--- config.mk ---
export PLATFORM = sky130hd
export DESIGN_NAME = divide_by_constant_magic
export DESIGN_NICKNAME = d
export VERILOG_FILES = /design/src/hw/rtl/dbcm_pkg.sv /design/src/hw/rtl/dbcm_ctrl.sv /design/src/hw/rtl/dbcm_dp.sv /design/src/hw/rtl/divide_by_constant_magic.sv
export SDC_FILE = /design/constraint.sdc
export NUM_CORES = 1
export LEC_CHECK = 0
export BUFFER_PORTS_ARGS = -buffer_cell sky130_fd_sc_hd__buf_2
export CORE_UTILIZATION = 32
export CTS_BUF_LIST = sky130_fd_sc_hd__clkbuf_16
export DETAILED_ROUTE_END_ITERATION = 8
export PLACE_DENSITY_LB_ADDON = 0.1
export SLEW_MARGIN = 0
export SYNTH_ARGS = -nofsm -noshare
export SYNTH_HDL_FRONTEND = slang
export SYNTH_SLANG_ARGS = --single-unit
--- constraint.sdc ---
create_clock -name clk -period 3.85 [get_ports clk]
set_clock_uncertainty 0.1 [all_clocks]
set_input_delay 0.1925 -clock clk [delete_from_list [all_inputs] [get_ports clk]]
set_output_delay 0.1925 -clock clk [all_outputs]
set_load 0.02 [all_outputs]
--- src/hw/rtl/dbcm_pkg.sv ---
// Shared types and constants for the divide-by-constant reciprocal generator.
// Used by dbcm_ctrl, dbcm_dp, divide_by_constant_magic and tb; no dependencies.
package dbcm_pkg;

  localparam int WORD_BITS_DEF = 32;
  localparam int DIVISOR_W     = 32;
  localparam int MAGIC_W       = 32;
  localparam int POST_W        = 6;
  localparam int PRE_W         = 5;

  typedef logic [MAGIC_W-1:0] magic_t;
  typedef logic [POST_W-1:0]  post_t;
  typedef logic [PRE_W-1:0]   pre_t;

  // Datapath commands issued by the controller
  typedef enum logic [3:0] {
    OP_NOP,
    OP_LOAD,
    OP_LOG,
    OP_LO_INIT,
    OP_DIV,
    OP_HI_INIT,
    OP_HI_LATCH,
    OP_SHRINK,
    OP_TZ,
    OP_RETRY,
    OP_FINISH
  } dp_op_t;

  // Datapath status seen by the controller
  typedef struct packed {
    logic bad;
    logic sgn;
    logic retry;
    logic x_zero;
    logic div_done;
    logic shrink_stop;
    logic overflow;
    logic tz_stop;
  } dp_stat_t;

endpackage

--- src/hw/rtl/dbcm_ctrl.sv ---
// Sequencer for the reciprocal generator: steps the datapath through log,
// divide, shrink and trailing-zero phases. Depends on dbcm_pkg.
module dbcm_ctrl (
  input  logic              clk,
  input  logic              rst_n,
  input  logic              start,
  input  dbcm_pkg::dp_stat_t stat,
  output logic              busy,
  output logic              out_valid,
  output dbcm_pkg::dp_op_t  op
);

  typedef enum logic [2:0] {
    S_IDLE,
    S_LOG,
    S_LO,
    S_HI,
    S_SHRINK,
    S_TZ,
    S_FINISH
  } state_t;

  state_t state_r, state_nxt;
  logic   out_valid_r;

  always_comb begin
    state_nxt = state_r;
    op        = dbcm_pkg::OP_NOP;
    case (state_r)
      S_IDLE: begin
        if (start) begin
          op        = dbcm_pkg::OP_LOAD;
          state_nxt = S_LOG;
        end
      end
      S_LOG: begin
        if (stat.bad) begin
          state_nxt = S_FINISH;
        end else if (stat.x_zero) begin
          op        = dbcm_pkg::OP_LO_INIT;
          state_nxt = S_LO;
        end else begin
          op = dbcm_pkg::OP_LOG;
        end
      end
      S_LO: begin
        if (stat.div_done) begin
          op        = dbcm_pkg::OP_HI_INIT;
          state_nxt = S_HI;
        end else begin
          op = dbcm_pkg::OP_DIV;
        end
      end
      S_HI: begin
        if (stat.div_done) begin
          op        = dbcm_pkg::OP_HI_LATCH;
          state_nxt = S_SHRINK;
        end else begin
          op = dbcm_pkg::OP_DIV;
        end
      end
      S_SHRINK: begin
        if (!stat.shrink_stop) begin
          op = dbcm_pkg::OP_SHRINK;
        end else if (!stat.sgn && !stat.retry && stat.overflow) begin
          // multiplier too wide: strip trailing zeros and run again
          state_nxt = S_TZ;
        end else begin
          op        = dbcm_pkg::OP_FINISH;
          state_nxt = S_IDLE;
        end
      end
      S_TZ: begin
        if (stat.tz_stop) begin
          op        = dbcm_pkg::OP_RETRY;
          state_nxt = S_LOG;
        end else begin
          op = dbcm_pkg::OP_TZ;
        end
      end
      S_FINISH: begin
        op        = dbcm_pkg::OP_FINISH;
        state_nxt = S_IDLE;
      end
      default: begin
        state_nxt = S_IDLE;
      end
    endcase
  end

  always_ff @(posedge clk) begin
    if (!rst_n) begin
      state_r     <= S_IDLE;
      out_valid_r <= 1'b0;
    end else begin
      state_r     <= state_nxt;
      out_valid_r <= (op == dbcm_pkg::OP_FINISH);
    end
  end

  assign busy      = (state_r != S_IDLE);
  assign out_valid = out_valid_r;

`ifndef SYNTHESIS
  a_strobe_single: assert property (@(posedge clk) disable iff (!rst_n)
    out_valid |=> !out_valid)
    else $error("result strobe longer than one cycle");

  a_accept_busy: assert property (@(posedge clk) disable iff (!rst_n)
    (start && !busy) |=> busy)
    else $error("accepted word did not raise busy");

  a_result_idle: assert property (@(posedge clk) disable iff (!rst_n)
    out_valid |-> !busy)
    else $error("result shown while still working");
`endif

endmodule

--- src/hw/rtl/dbcm_dp.sv ---
// Datapath of the reciprocal generator: bit-serial restoring divider,
// log/shrink/trailing-zero counters and result registers. Depends on dbcm_pkg.
module dbcm_dp #(
  parameter int WORD_BITS = dbcm_pkg::WORD_BITS_DEF
) (
  input  logic                               clk,
  input  logic                               rst_n,
  input  dbcm_pkg::dp_op_t                   op,
  input  logic [dbcm_pkg::DIVISOR_W-1:0]     in_divisor,
  input  logic                               in_mode,
  output dbcm_pkg::dp_stat_t                 stat,
  output dbcm_pkg::magic_t                   out_magic_multiplier,
  output dbcm_pkg::post_t                    out_post_shift,
  output dbcm_pkg::pre_t                     out_pre_shift,
  output logic                               out_needs_fixup,
  output logic                               out_bad_divisor
);

  localparam int W  = WORD_BITS;
  localparam int NW = 2 * W + 1;          // numerator bits
  localparam int QW = W + 2;              // quotient bits kept
  localparam int LW = $clog2(W + 1);      // shift count
  localparam int PW = $clog2(W);          // pre shift count
  localparam int CW = $clog2(NW + 1);     // divide step count
  localparam int SW = $clog2(NW);         // numerator bit index
  localparam logic [W-1:0] HALF_W = {1'b1, {(W-1){1'b0}}};

  logic [W-1:0]  d_r;
  logic          sgn_r;
  logic          bad_r;
  logic          retry_r;
  logic [W-1:0]  x_r;
  logic [LW-1:0] l_r;
  logic [PW-1:0] pre_r;
  logic [NW-1:0] num_r;
  logic [W-1:0]  rem_r;
  logic [QW-1:0] quo_r;
  logic [CW-1:0] cnt_r;
  logic [QW-1:0] lo_r;
  logic [QW-1:0] hi_r;

  dbcm_pkg::magic_t res_magic_r;
  dbcm_pkg::post_t  res_post_r;
  dbcm_pkg::pre_t   res_pre_r;
  logic             res_fix_r;
  logic             res_bad_r;

  logic [W-1:0]  dw;
  logic          dw_bad;
  logic [SW-1:0] sh_top;
  logic [SW-1:0] sh_low;
  logic [NW-1:0] num_lo;
  logic [NW-1:0] num_hi;
  logic [W:0]    trial;
  logic          ge;
  logic [W:0]    diff;
  logic [W-1:0]  rem_nxt;
  logic          ovf_u;
  logic          ovf_s;

  assign dw     = in_divisor[W-1:0];
  // zero or power of two, or signed magnitude past half range
  assign dw_bad = ((dw & (dw - W'(1))) == '0) || (in_mode && (dw > HALF_W));

  // lo = 2^(W+l) / d, hi = (2^(W+l) + 2^(W+l-prec)) / d
  assign sh_top = SW'(W) + SW'(l_r);
  assign sh_low = sgn_r ? (SW'(l_r) + SW'(1)) : (SW'(l_r) + SW'(pre_r));
  assign num_lo = NW'(1) << sh_top;
  assign num_hi = num_lo | (NW'(1) << sh_low);

  // one restoring divide step
  assign trial   = {rem_r, num_r[NW-1]};
  assign diff    = trial - {1'b0, d_r};
  assign ge      = (trial >= {1'b0, d_r});
  assign rem_nxt = ge ? diff[W-1:0] : trial[W-1:0];

  assign ovf_u = |hi_r[QW-1:W];
  assign ovf_s = |hi_r[QW-1:W-1];

  always_ff @(posedge clk) begin
    case (op)
      dbcm_pkg::OP_LOAD: begin
        d_r     <= dw;
        sgn_r   <= in_mode;
        bad_r   <= dw_bad;
        retry_r <= 1'b0;
        x_r     <= dw - W'(1);
        l_r     <= '0;
        pre_r   <= '0;
      end
      dbcm_pkg::OP_LOG: begin
        x_r <= x_r >> 1;
        l_r <= l_r + LW'(1);
      end
      dbcm_pkg::OP_LO_INIT: begin
        num_r <= num_lo;
        rem_r <= '0;
        quo_r <= '0;
        cnt_r <= CW'(NW);
      end
      dbcm_pkg::OP_DIV: begin
        num_r <= num_r << 1;
        rem_r <= rem_nxt;
        quo_r <= {quo_r[QW-2:0], ge};
        cnt_r <= cnt_r - CW'(1);
      end
      dbcm_pkg::OP_HI_INIT: begin
        lo_r  <= quo_r;
        num_r <= num_hi;
        rem_r <= '0;
        quo_r <= '0;
        cnt_r <= CW'(NW);
      end
      dbcm_pkg::OP_HI_LATCH: begin
        hi_r <= quo_r;
      end
      dbcm_pkg::OP_SHRINK: begin
        lo_r <= lo_r >> 1;
        hi_r <= hi_r >> 1;
        l_r  <= l_r - LW'(1);
      end
      dbcm_pkg::OP_TZ: begin
        d_r   <= d_r >> 1;
        pre_r <= pre_r + PW'(1);
      end
      dbcm_pkg::OP_RETRY: begin
        retry_r <= 1'b1;
        x_r     <= d_r - W'(1);
        l_r     <= '0;
      end
      dbcm_pkg::OP_FINISH: begin
        res_bad_r <= bad_r;
        if (bad_r) begin
          res_magic_r <= '0;
          res_post_r  <= '0;
          res_pre_r   <= '0;
          res_fix_r   <= 1'b0;
        end else if (sgn_r) begin
          res_magic_r <= dbcm_pkg::magic_t'(hi_r[W-1:0]);
          res_post_r  <= dbcm_pkg::post_t'(l_r);
          res_pre_r   <= '0;
          res_fix_r   <= ovf_s;
        end else begin
          res_magic_r <= dbcm_pkg::magic_t'(hi_r[W-1:0]);
          res_pre_r   <= dbcm_pkg::pre_t'(pre_r);
          res_fix_r   <= ovf_u;
          // fixup lowers the shift, but never below zero
          if (ovf_u && (l_r != '0)) begin
            res_post_r <= dbcm_pkg::post_t'(l_r - LW'(1));
          end else begin
            res_post_r <= dbcm_pkg::post_t'(l_r);
          end
        end
      end
      default: begin
      end
    endcase
  end

  assign stat.bad         = bad_r;
  assign stat.sgn         = sgn_r;
  assign stat.retry       = retry_r;
  assign stat.x_zero      = (x_r == '0);
  assign stat.div_done    = (cnt_r == '0);
  assign stat.shrink_stop = (l_r == '0) || (lo_r[QW-1:1] == hi_r[QW-1:1]);
  assign stat.overflow    = ovf_u;
  assign stat.tz_stop     = d_r[0] || (pre_r == PW'(W - 1));

  assign out_magic_multiplier = res_magic_r;
  assign out_post_shift       = res_post_r;
  assign out_pre_shift        = res_pre_r;
  assign out_needs_fixup      = res_fix_r;
  assign out_bad_divisor      = res_bad_r;

`ifndef SYNTHESIS
  a_rem_below_d: assert property (@(posedge clk) disable iff (!rst_n)
    (op == dbcm_pkg::OP_DIV) |-> (rem_r < d_r))
    else $error("divider remainder not below divisor");

  a_shrink_nonzero: assert property (@(posedge clk) disable iff (!rst_n)
    (op == dbcm_pkg::OP_SHRINK) |-> (l_r != '0))
    else $error("shrink step with zero shift");
`endif

endmodule

--- src/hw/rtl/divide_by_constant_magic.sv ---
// Sequence: for a bad divisor the sequencer passes from S_LOG to S_FINISH;
// otherwise each pass runs the log scan, the lo and hi divides and the shrink
// steps, using the one-bit-per-cycle restoring divider (the unsigned retry
// adds a trailing-zero scan and a second pass).
// Throughput: one word at a time; start is taken again in the out_valid cycle.
// Reset: synchronous active-low rst_n returns the sequencer to idle.
module divide_by_constant_magic #(
  parameter int WORD_BITS = dbcm_pkg::WORD_BITS_DEF
) (
  input  logic                           clk,
  input  logic                           rst_n,
  input  logic                           start,
  output logic                           busy,
  input  logic [dbcm_pkg::DIVISOR_W-1:0] in_divisor,
  input  logic                           in_mode,
  output logic                           out_valid,
  output dbcm_pkg::magic_t               out_magic_multiplier,
  output dbcm_pkg::post_t                out_post_shift,
  output dbcm_pkg::pre_t                 out_pre_shift,
  output logic                           out_needs_fixup,
  output logic                           out_bad_divisor
);

  dbcm_pkg::dp_op_t   op;
  dbcm_pkg::dp_stat_t stat;

  dbcm_ctrl u_ctrl (
    .clk       (clk),
    .rst_n     (rst_n),
    .start     (start),
    .stat      (stat),
    .busy      (busy),
    .out_valid (out_valid),
    .op        (op)
  );

  dbcm_dp #(
    .WORD_BITS (WORD_BITS)
  ) u_dp (
    .clk                  (clk),
    .rst_n                (rst_n),
    .op                   (op),
    .in_divisor           (in_divisor),
    .in_mode              (in_mode),
    .stat                 (stat),
    .out_magic_multiplier (out_magic_multiplier),
    .out_post_shift       (out_post_shift),
    .out_pre_shift        (out_pre_shift),
    .out_needs_fixup      (out_needs_fixup),
    .out_bad_divisor      (out_bad_divisor)
  );

endmodule

# --- After elaboration in Yosys (flattened, before gate mapping) ---
# Cells that the tools add are included.
word_totals:
  word_cells: 124
  regBits: 333
  out_inout_bits: 47
classes:
  bitwise: 2
  n_addsub: 10
  order_cmp: 2
  muxes: 34
  n_reduce_logical: 30
  n_eq_ne: 24
  shifts: 2
ops:
  columns: ["operator", "n"]
  rows:
  - ["case mux 34 bit (2 select lines)", 3]
  - ["case mux 65 bit (3 select lines)", 1]
  - ["<< shifter 1 x 7 -> 65 bit (first input constant)", 2]
  - ["case mux 32 bit (2 select lines)", 2]
  - ["case mux 32 bit (3 select lines)", 1]
  - ["bitwise OR 65 bit", 1]
  - ["logical NOT 32 bit", 2]
  - ["subtractor 32 x 1 -> 32 bit (second input constant)", 2]
  - ["equality test 33 bit", 1]
  - ["greater-or-equal comparator 33 x 32 -> 1 bit", 1]
  - ["bitwise AND 32 bit", 1]
  - ["greater-than comparator 32 bit (second input constant)", 1]
  - ["two-way mux 32 bit", 1]
  - ["subtractor 32 bit", 1]
  - ["case mux 4 bit (7 select lines)", 1]
  - ["two-way mux 3 bit", 8]
  - ["case mux 3 bit (6 select lines)", 1]
  - ["case mux 6 bit (3 select lines)", 1]
  - ["equality test 4 x 3 -> 1 bit (second input constant)", 4]
  - ["case mux 7 bit (2 select lines)", 1]
  - ["equality test 4 bit (second input constant)", 3]
  - ["two-way mux 4 bit", 3]
  - ["two-way mux 6 bit", 2]
  - ["nonzero test 3 bit", 4]
  - ["32 further kinds", 56]

# --- Longest topological paths before layout ---
# Gate-level depths: netlist of the first run.
logic_depth:
  ltp_word: 9
  depth_mapped: 14
  depth_no_buf: 12

# --- Cells and area by module ---
# From an unflattened synthesis of the first run, not the netlist that was laid out.
unflattened:
  hier_cells: 1796
  area_unflattened_um2: 18516.5
modules_own_cells:
  columns: ["mod", "cells_per_inst", "n_inst", "seq_area_each_um2", "area_each_um2"]
  rows:
  - ["dbcm_dp", 1742, 1, 9849.4, 18127.4]
  - ["dbcm_ctrl", 54, 1, 80.1, 389.1]

# --- Worst setup path before layout of the first run ---
# OpenSTA, ideal clock, no wires.
synth_timing:
  kind: "reg-to-reg"
  from: "reg u_dp.cnt_r[0]"
  to: "reg u_dp.cnt_r[0], enable pin"
  path_slack_ns: -0.392
  stages_incl_launch_ff: 11
  setup_time_ns: 0.747
  t_arrival_ns: 3.395
  n_path_buf: 2
  cell_sequence: "edfxtp_1 inv_1 ha_1 nor3b_2 nand3b_1 or3_1 o31ai_4 or3_1 clkbuf_1 clkbuf_1 nand2_1"
synth_between:
  elab_chain_len: 6
synth_rtl:
  columns: ["item", "line", "text"]
  rows:
  - ["start: declaration", "dbcm_dp.sv:38", "logic [CW-1:0] cnt_r;"]
  - ["start signal: assignment", "dbcm_dp.sv:99", "cnt_r <= CW'(NW);"]
  - ["start signal: assignment", "dbcm_dp.sv:105", "cnt_r <= cnt_r - CW'(1);"]
  - ["start signal: assignment", "dbcm_dp.sv:112", "cnt_r <= CW'(NW);"]
  - ["logical NOT 7 bit *", "dbcm_dp.sv:164", "assign stat.div_done = (cnt_r == '0);"]
  - ["two-way mux 1 bit / two-way mux 2 bit (equally long branches)", "dbcm_ctrl.sv:47, dbcm_ctrl.sv:55", null]
  - ["case mux 4 bit (7 select lines) *", "dbcm_ctrl.sv:29", "case (state_r)"]
  - ["equality test 4 x 2 -> 1 bit / equality test 4 x 3 -> 1 bit (equally long branches)", "dbcm_dp.sv:81", "case (op)"]
  - ["OR reduction 2 bit (no source line)", null, null]
  - ["nonzero test 2 bit (no source line) *", null, null]
# Mark *: on every way between the ends. The rest lies on a longest branch, timed or not.
# A chain may end at the register's enable or synchronous reset.

# --- Worst setup path in the final report of the first run ---
layout_timing:
  from: "in in_divisor[5] (netlist bit)"
  to: "reg u_dp.bad_r (data pin)"
layout_between:
  elab_chain_len: 4
layout_rtl:
  columns: ["item", "line", "text"]
  rows:
  - ["start: declaration", "divide_by_constant_magic.sv:14", "input logic [dbcm_pkg::DIVISOR_W-1:0] in_divisor,"]
  - ["subtractor 32 x 1 -> 32 bit", "dbcm_dp.sv:63", "assign dw_bad = ((dw & (dw - W'(1))) == '0) || (in_mode && (dw > HALF_W));"]
  - ["bitwise AND 32 bit", "dbcm_dp.sv:63", null]
  - ["logical NOT 32 bit", "dbcm_dp.sv:63", null]
  - ["logical OR 1 bit *", "dbcm_dp.sv:63", null]
  - ["net u_dp.dw_bad", "dbcm_dp.sv:49", "logic dw_bad;"]
  - ["end signal: assignment", "dbcm_dp.sv:85", "bad_r <= dw_bad;"]
  - ["end: declaration", "dbcm_dp.sv:30", "logic bad_r;"]
# The timed path passes the listed nets; every way through them passes the cells marked *.

==> results of run 1 <==
## metal layers
| layer | vias to the layer above | global-route usage, % | share of wire (%) |
|---|---|---|---|
| met5 | - | 0 | 0.025 |
| met4 | 2 | 4.523 | 1.8 |
| met3 | 61 | 2.326 | 4.8 |
| met2 | 363 | 28.19 | 45 |
| met1 | 6868 | 25.77 | 48 |
| li1 | 6654 | - | - |
## worst min-delay path, stage by stage
cell	delay, ns
buf_2	0.13
inv_1	0.05
nor2_1	0.04
buf_4	0.16
## per-stage QoR
| step | cells | worst slack (ns) | util (%) | cell area [um2] |
|---|---|---|---|---|
| after floorplan | 1733 | 0.1143 | - | 18470 |
| after global placement | 2548 | 0.2859 | 35.47 | 20110 |
| after detailed placement | 2548 | 0.1826 | 35.47 | 20110 |
| after CTS | 2657 | 0.2283 | 38.44 | 21800 |
| after global routing | 2657 | 0.01607 | 38.44 | 21800 |
| final | 2659 | 0.2266 | 38.45 | 21810 |
## synth_stat cells (all sizes together), types with 6 or more instances
library cell / number / area share [%]
a211oi: 16 / 0.70
a21o: 14 / 0.57
a21oi: 75 / 2.0
a22oi: 16 / 0.65
a31oi: 6 / 0.24
and2: 49 / 1.7
and3: 17 / 0.58
buf: 17 / 0.47
clkbuf: 64 / 1.3
edfxtp: 328 / 53
ha: 82 / 5.6
inv: 61 / 1.2
mux2: 29 / 1.8
nand2: 289 / 5.9
nand2b: 15 / 0.59
nand3: 58 / 1.6
nand3b: 8 / 0.33
nand4: 19 / 0.64
nor2: 85 / 1.7
nor2b: 48 / 1.6
nor3: 41 / 1.1
nor4: 34 / 1.3
o21a: 8 / 0.33
o21ai: 99 / 2.7
o221ai: 28 / 1.3
o22ai: 20 / 0.68
o31ai: 9 / 0.44
or2: 11 / 0.37
or3: 18 / 0.64
or4: 11 / 0.47
xnor2: 58 / 2.8
xor2: 43 / 2.0
## kinds of logic (layout without fill, tap and decap cells)
logic type               after synthesis  count (layout)
AO/OA/AOI/OAI                        333             333
XOR/XNOR                             101             101
adder cells (fa/ha/maj)               84              84
buffers and inverters                142             310
flip-flops                           332             332
multiplexers                          30              30
other                                  0               2
AND/OR/NAND/NOR                      711             711
## sequential cells by signal, summed over array words and instances (netlist names), 6 cells and up
signal,cells
u_dp.cnt_r,7
u_dp.d_r,32
u_dp.hi_r,34
u_dp.l_r,6
u_dp.lo_r,33
u_dp.num_r,65
u_dp.out_magic_multiplier,32
u_dp.out_post_shift,6
u_dp.quo_r,34
u_dp.rem_r,32
u_dp.x_r,32
## what timing repair did
| action | in CTS | in global routing |
|---|---|---|
| buffers inserted | 0 | 0 |
| hold buffers | 34 | 0 |
| hold endpoints to repair | 38 | 0 |
## area by class of cell
cell class	instances	area, um2	share of cell area, %
tap	756	945.9	4.338
antenna	2	5.005	0.02295
clock inverter	33	295.3	1.354
multi-input combinational	1259	8039	36.87
inverter	61	229.0	1.050
timing repair buffer	174	1311	6.013
sequential	332	9930	45.54
clock buffer	42	1051	4.820
## how the worst max path moves through the flow
| stage | start | slack (ns) | depth (start not counted) | end |
|---|---|---|---|---|
| final | in_divisor[5] | 0.23 | 13 | u_dp.bad_r$_DFFE_PN_ |
| after global routing | in_divisor[5] | 0.02 | 13 | u_dp.bad_r$_DFFE_PN_ |
| after CTS | in_divisor[3] | 0.23 | 13 | u_dp.bad_r$_DFFE_PN_ |
| after detailed placement | in_divisor[3] | 0.18 | 12 | u_dp.bad_r$_DFFE_PN_ |
| after global placement | in_divisor[5] | 0.29 | 12 | u_dp.bad_r$_DFFE_PN_ |
| after floorplan | u_dp.pre_r[0]$_SDFFCE_PP0P_ | 0.11 | 12 | u_dp.x_r[0]$_DFFE_PP_ |
## power by group
part           switching, mW  internal [mW]  leakage (nW)
combinational           4.61           2.77          4.12
clock                   1.62           2.26         0.693
sequential             0.656           5.69          3.09
total                   6.89           10.7          7.90
==> impl_metrics.env, run 1 <==
export IMPL_power_density_nw_per_um2=807.9
export IMPL_cts_sinks=332
export IMPL_whs_endpoint="u_dp.sgn_r$_DFFE_PN_"
export IMPL_final_nets=1990
export IMPL_grt_pass1_vias=13620
export IMPL_final_cell_mix="edfxtp_1, nand2_1, o21ai_0, nor2_1"
export IMPL_io_pins=83
export IMPL_layout_commonest_cell="edfxtp_1"
export IMPL_synth_compound_area_share_pct=11.81
export IMPL_dr_first_iter_drc_count=923
export IMPL_r2r_setup_slack_ns=0.27
export IMPL_routed_wl_um=52700
export IMPL_syn_nets=1853
export IMPL_grt_usage_pct=17.86
export IMPL_hold_slack_ns=0.07441
export IMPL_rsz0062_at_grt="no"
export IMPL_finalWeightedCongestion=0.8873
export IMPL_cp_arrival_ns=3.90
export IMPL_finalSetupViolations=0
export IMPL_port_buffers=82
export IMPL_crit_type="in -> reg"
export IMPL_synthAdderAreaFrac_pct=5.774
export IMPL_ys_seq_area_share_pct=53.78
export IMPL_cts_resized=0
export IMPL_min_from="start"
export IMPL_cts_buffer_depth=3
export IMPL_synth_top_family_by_area="simple AND/OR/NAND/NOR gates"
export IMPL_clk_pin_slew_ns=0.06
export IMPL_first_pass_iters=5
export IMPL_drive_gt1_share_pct=14.15
export IMPL_synth_xor_area_share_pct=4.791
export IMPL_worstPathMaxFanout=4
export IMPL_worst_slew_pin_transition_ns=0.9438
export IMPL_crit_required_ns=4.13
export IMPL_final_setup_tns_ns=0
export IMPL_netlist_area_um2=18460
export IMPL_grt_start_max_net_pins=66
export IMPL_vias=13950
export IMPL_critPathMaxStageDelay_ns=0.55
export IMPL_total_power_mw=17.62
export IMPL_fp_dieW_um=242.2
export IMPL_yosys_mux_area_fraction_pct=1.823
export IMPL_synth_seq_cells=332
export IMPL_final_hold_violation_count=0
export IMPL_max_slew_margin_pct=36.60
export IMPL_drc_errors=0
export IMPL_yosys_cell_types_count=76
export IMPL_vias_per_cell=5.246
export IMPL_outcome="finished clean"
export IMPL_fmax_mhz=276.0
export IMPL_die_h_um=242.2
export IMPL_wl_per_cell_um=19.82
export IMPL_synth_edf_count=328
export IMPL_maxCapViolations=0
export IMPL_nFillCells=5630
export IMPL_htreeDepth=2
export IMPL_r2r_end="u_dp.rem_r[23]$_SDFFCE_PP0P_"
export IMPL_grt_pass1_wl_um=81540
export IMPL_ir_worst_vdd_mv=0.3724
export IMPL_grt_overflow_total=0
export IMPL_rr_startpoint="u_dp.d_r[12]$_DFFE_PP_"
export IMPL_antenna_found_initial=1
export IMPL_ys_flop_type="edfxtp_1"
export IMPL_postSynthAreaPerCell_um2=10.65
export IMPL_synth_simple_area_share_pct=19.01
export IMPL_core_area_um2=56710
export IMPL_leakage_nw=7.897
export IMPL_syn_to_final_growth_pct=18.11
export IMPL_crit_path_start_kind="input port"
export IMPL_hold_depth=4
export IMPL_cp_cell_sequence="dlygate4sd3_1 -> buf_2 -> or4_1 -> or3_4 -> nor4_4 -> and3_1 -> and2_1 -> nand3b_1 -> or3_1 -> ha_1 -> nor4_1 -> nand4_1 -> o21ai_0"
export IMPL_num_rows=87
export IMPL_slew_viol_final=0
export IMPL_async_flop_share_pct=0
export IMPL_start_util_pct=32.55
export IMPL_yosysWarnings=0
export IMPL_worstSetupEndpointType="flop"
export IMPL_syn_inst=1733
export IMPL_die_area_um2=58660
export IMPL_hold_class="in -> reg"
export IMPL_tritoncts="done"
export IMPL_cts_root_buffer="clkbuf_16"
export IMPL_period_share_pct=94.12
export IMPL_post_dp_hpwl_um=36810
export IMPL_critical_path_top_delay_family="simple AND/OR/NAND/NOR gates"
export IMPL_numCtsBuffers=42
export IMPL_ff2ff_path_depth=11
export IMPL_cp_num_buf_inv=2
export IMPL_clk_latency_ns=0.58
export IMPL_finalCriticalPeriod_ns=3.623
export IMPL_ant_nets=0
export IMPL_cpMaxStageDelayCell="or4_1"
No activity file was read; power rests on OpenSTA's default activity.
==> run 2: changes to the inputs <==
--- a/config.mk
+++ b/config.mk
@@ -9,6 +9,7 @@
 export CORE_UTILIZATION = 32
 export CTS_BUF_LIST = sky130_fd_sc_hd__clkbuf_16
 export DETAILED_ROUTE_END_ITERATION = 8
+export GPL_TIMING_DRIVEN = 0
 export PLACE_DENSITY_LB_ADDON = 0.1
 export SLEW_MARGIN = 0
 export SYNTH_ARGS = -nofsm -noshare
==> run 2 against run 1 <==
Effect of this change:
- sequential cell count stayed put
- utilization is 0.53 points higher
- register-to-register slack worse by 0.16 ns
- highest routed layer is now met4
- final area is 1.4% higher
- die area stayed put
- critical endpoint is now u_dp.rem_r[25]$_SDFFCE_PP0P_
- critical path depth is 1 lower
- largest cell class unchanged
==> impl_metrics.env, run 2 (synthesis results as in run 1) <==
export IMPL_outcome="finished clean"
export IMPL_crit_cells=12
export IMPL_grt_pass1_vias=14130
export IMPL_grt_usage_pct=18.59
export IMPL_vias=14160
export IMPL_p_int_mw=10.85
export IMPL_cp_cell_sequence="inv_1 -> ha_1 -> buf_2 -> nand2_1 -> o21ai_1 -> a2111o_1 -> a31oi_4 -> nor3_4 -> o311a_1 -> clkbuf_2 -> o211ai_1 -> a21oi_1"
export IMPL_min_from="in_divisor[5]"
export IMPL_ant_nets=0
export IMPL_drive_gt1_share_pct=14.34
export IMPL_grt_pass1_wl_um=84720
export IMPL_antenna_found_initial=0
export IMPL_tritoncts="done"
export IMPL_finalWeightedCongestion=0.8962
export IMPL_r2r_setup_slack_ns=0.11
export IMPL_crit_required_ns=4.03
export IMPL_p_switching_mw=7.133
export IMPL_clk_pin_slew_ns=0.06
export IMPL_grt_start_max_net_pins=66
export IMPL_finalCriticalPeriod_ns=3.742
export IMPL_final_hold_violation_count=0
export IMPL_worstPathMaxFanout=10
export IMPL_cpMaxStageDelayCell="a2111o_1"
export IMPL_slew_viol_final=0
export IMPL_seqCellArea_um2=9930
export IMPL_crit_path_start_kind="flop"
export IMPL_cp_arrival_ns=3.93
export IMPL_drc_errors=0
export IMPL_hold_class="in -> reg"
export IMPL_numCtsBuffers=41
export IMPL_port_buffers=82
export IMPL_rr_startpoint="u_dp.d_r[12]$_DFFE_PP_"
export IMPL_dr_first_iter_drc_count=974
export IMPL_layout_commonest_cell="edfxtp_1"
export IMPL_period_share_pct=97.20
export IMPL_ir_worst_vdd_mv=0.3917
export IMPL_max_slew_margin_pct=15.68
export IMPL_nFillCells=5607
export IMPL_crit_start="u_dp.d_r[12]$_DFFE_PP_"
export IMPL_grt_overflow_total=0
export IMPL_final_nets=2041
export IMPL_die_h_um=242.2
export IMPL_vias_per_cell=5.230
export IMPL_post_dp_hpwl_um=39530
export IMPL_start_util_pct=32.55
export IMPL_syn_to_final_growth_pct=19.74
export IMPL_power_frac_comb_pct=42.1
export IMPL_worstSetupEndpointType="flop"
export IMPL_cp_num_buf_inv=3
export IMPL_cts_buffer_depth=3
export IMPL_critical_path_top_delay_family="compound AO/OA/AOI/OAI gates"
export IMPL_fin_area_um2=22110
export IMPL_crit_type="reg -> reg"
export IMPL_reg_top3="u_dp.num_r (65), u_dp.hi_r (34), u_dp.quo_r (34)"
export IMPL_p_clk_share_pct=22.3
export IMPL_placed_cell_area_um2=19940
export IMPL_multiInputGateArea_um2=8199
export IMPL_die_area_um2=58660
export IMPL_io_pins=83
export IMPL_antenna_cells=0
export IMPL_final_setup_tns_ns=0
export IMPL_final_core_util_pct=38.98
export IMPL_largest_reg_flops=65
export IMPL_maxCapViolations=0
export IMPL_finalSetupViolations=0
export IMPL_ff2ff_path_depth=12
export IMPL_r2r_end="u_dp.rem_r[25]$_SDFFCE_PP0P_"
export IMPL_worstSetupEndpoint="u_dp.rem_r[25]$_SDFFCE_PP0P_"
export IMPL_first_pass_iters=6
export IMPL_hold_slack_ns=0.04415
export IMPL_cts_sinks=332
export IMPL_switching_share_pct=39.66
export IMPL_clk_latency_ns=0.58
export IMPL_cts_root_buffer="clkbuf_16"
export IMPL_core_area_um2=56710
export IMPL_routed_wl_um=54830
export IMPL_leakage_nw=7.951
export IMPL_critPathMaxStageDelay_ns=0.49
export IMPL_total_power_mw=17.99
export IMPL_worst_slew_pin_transition_ns=1.254
export IMPL_power_density_nw_per_um2=813.5
export IMPL_fmax_mhz=267.2
export IMPL_fp_dieW_um=242.2
export IMPL_wl_per_cell_um=20.25
export IMPL_top_register="u_dp.num_r"
export IMPL_power_share_sequential_pct=35.6
export IMPL_num_rows=87
export IMPL_final_cell_mix="edfxtp_1, nand2_1, buf_2, o21ai_0, nor2_1"
export IMPL_htreeDepth=2
==> run 2: changes by cell type in the layout (fill, tap and decap cells not counted), sizes merged, moves of 2 or more <==
cell,before,now
buf,140,122
clkinv,18,16
bufinv,4,6
clkbuf,42,108
diode,2,0
inv,70,67
nand2b,15,18
clkinvlp,2,4
==> run 2: metal layers <==
| layer | GRT usage [%] | wire (um) | vias up |
|---|---|---|---|
| met5 | 0 | 0 | - |
| met4 | 4.635 | 951 | 0 |
| met3 | 2.648 | 2451 | 67 |
| met2 | 29.72 | 25220 | 352 |
| met1 | 26.37 | 26210 | 6983 |
| li1 | - | - | 6762 |
==> run 2: timing repair <==
action                                 in CTS  in global routing
gates cloned                                2                  3
setup endpoints to repair                 355                400
hold buffers                               33                  0
pin swaps                                   2                  3
endpoints found under the hold margin      37                  0
gates resized for setup                    25                 38
setup buffers                              10                 11
==> run 2: area by class of cell <==
class	instances	share of cell area, %
Buffer	81	1.664
Clock buffer	42	4.754
Clock inverter	32	1.494
Inverter	61	1.053
Multi-Input combinational cell	1264	37.09
Sequential cell	332	44.91
Tap cell	756	4.279
Timing Repair Buffer	140	4.754
==> run 2: how the worst min path moves through the flow <==
stage	cells past startpoint	to
5_1_grt	3	u_dp.x_r[5]$_DFFE_PP_
2_1_floorplan	0	u_dp.sgn_r$_DFFE_PN_
3_3_place_gp	1	u_dp.sgn_r$_DFFE_PN_
4_1_cts	3	u_dp.x_r[5]$_DFFE_PP_
3_5_place_dp	1	u_dp.sgn_r$_DFFE_PN_
6_report	3	u_dp.x_r[5]$_DFFE_PP_
==> run 2: worst min-delay path, stage by stage <==
cell and delay [ns]:
buf_2 0.12, ha_1 0.15, o21ai_0 0.08
==> run 2: metrics by stage <==
step | setup WS (ns) | cells
finish | 0.1078 | 2708
global route | -0.01070 | 2708
CTS | 0.01223 | 2694
detailed placement | -1.158 | 2575
global placement | -1.597 | 2571
floorplan | 0.1143 | 1733
==> run 2: power by group through the flow <==
stage / Combinational, mW / Sequential (mW) / Clock (mW)
after floorplan: 5.15 / 6.20 / 0
after global placement: 7.04 / 6.50 / 0
after detailed placement: 7.13 / 6.47 / 0
after CTS: 7.42 / 6.40 / 4.12
after global routing: 8.41 / 6.52 / 4.26
final: 7.57 / 6.40 / 4.01
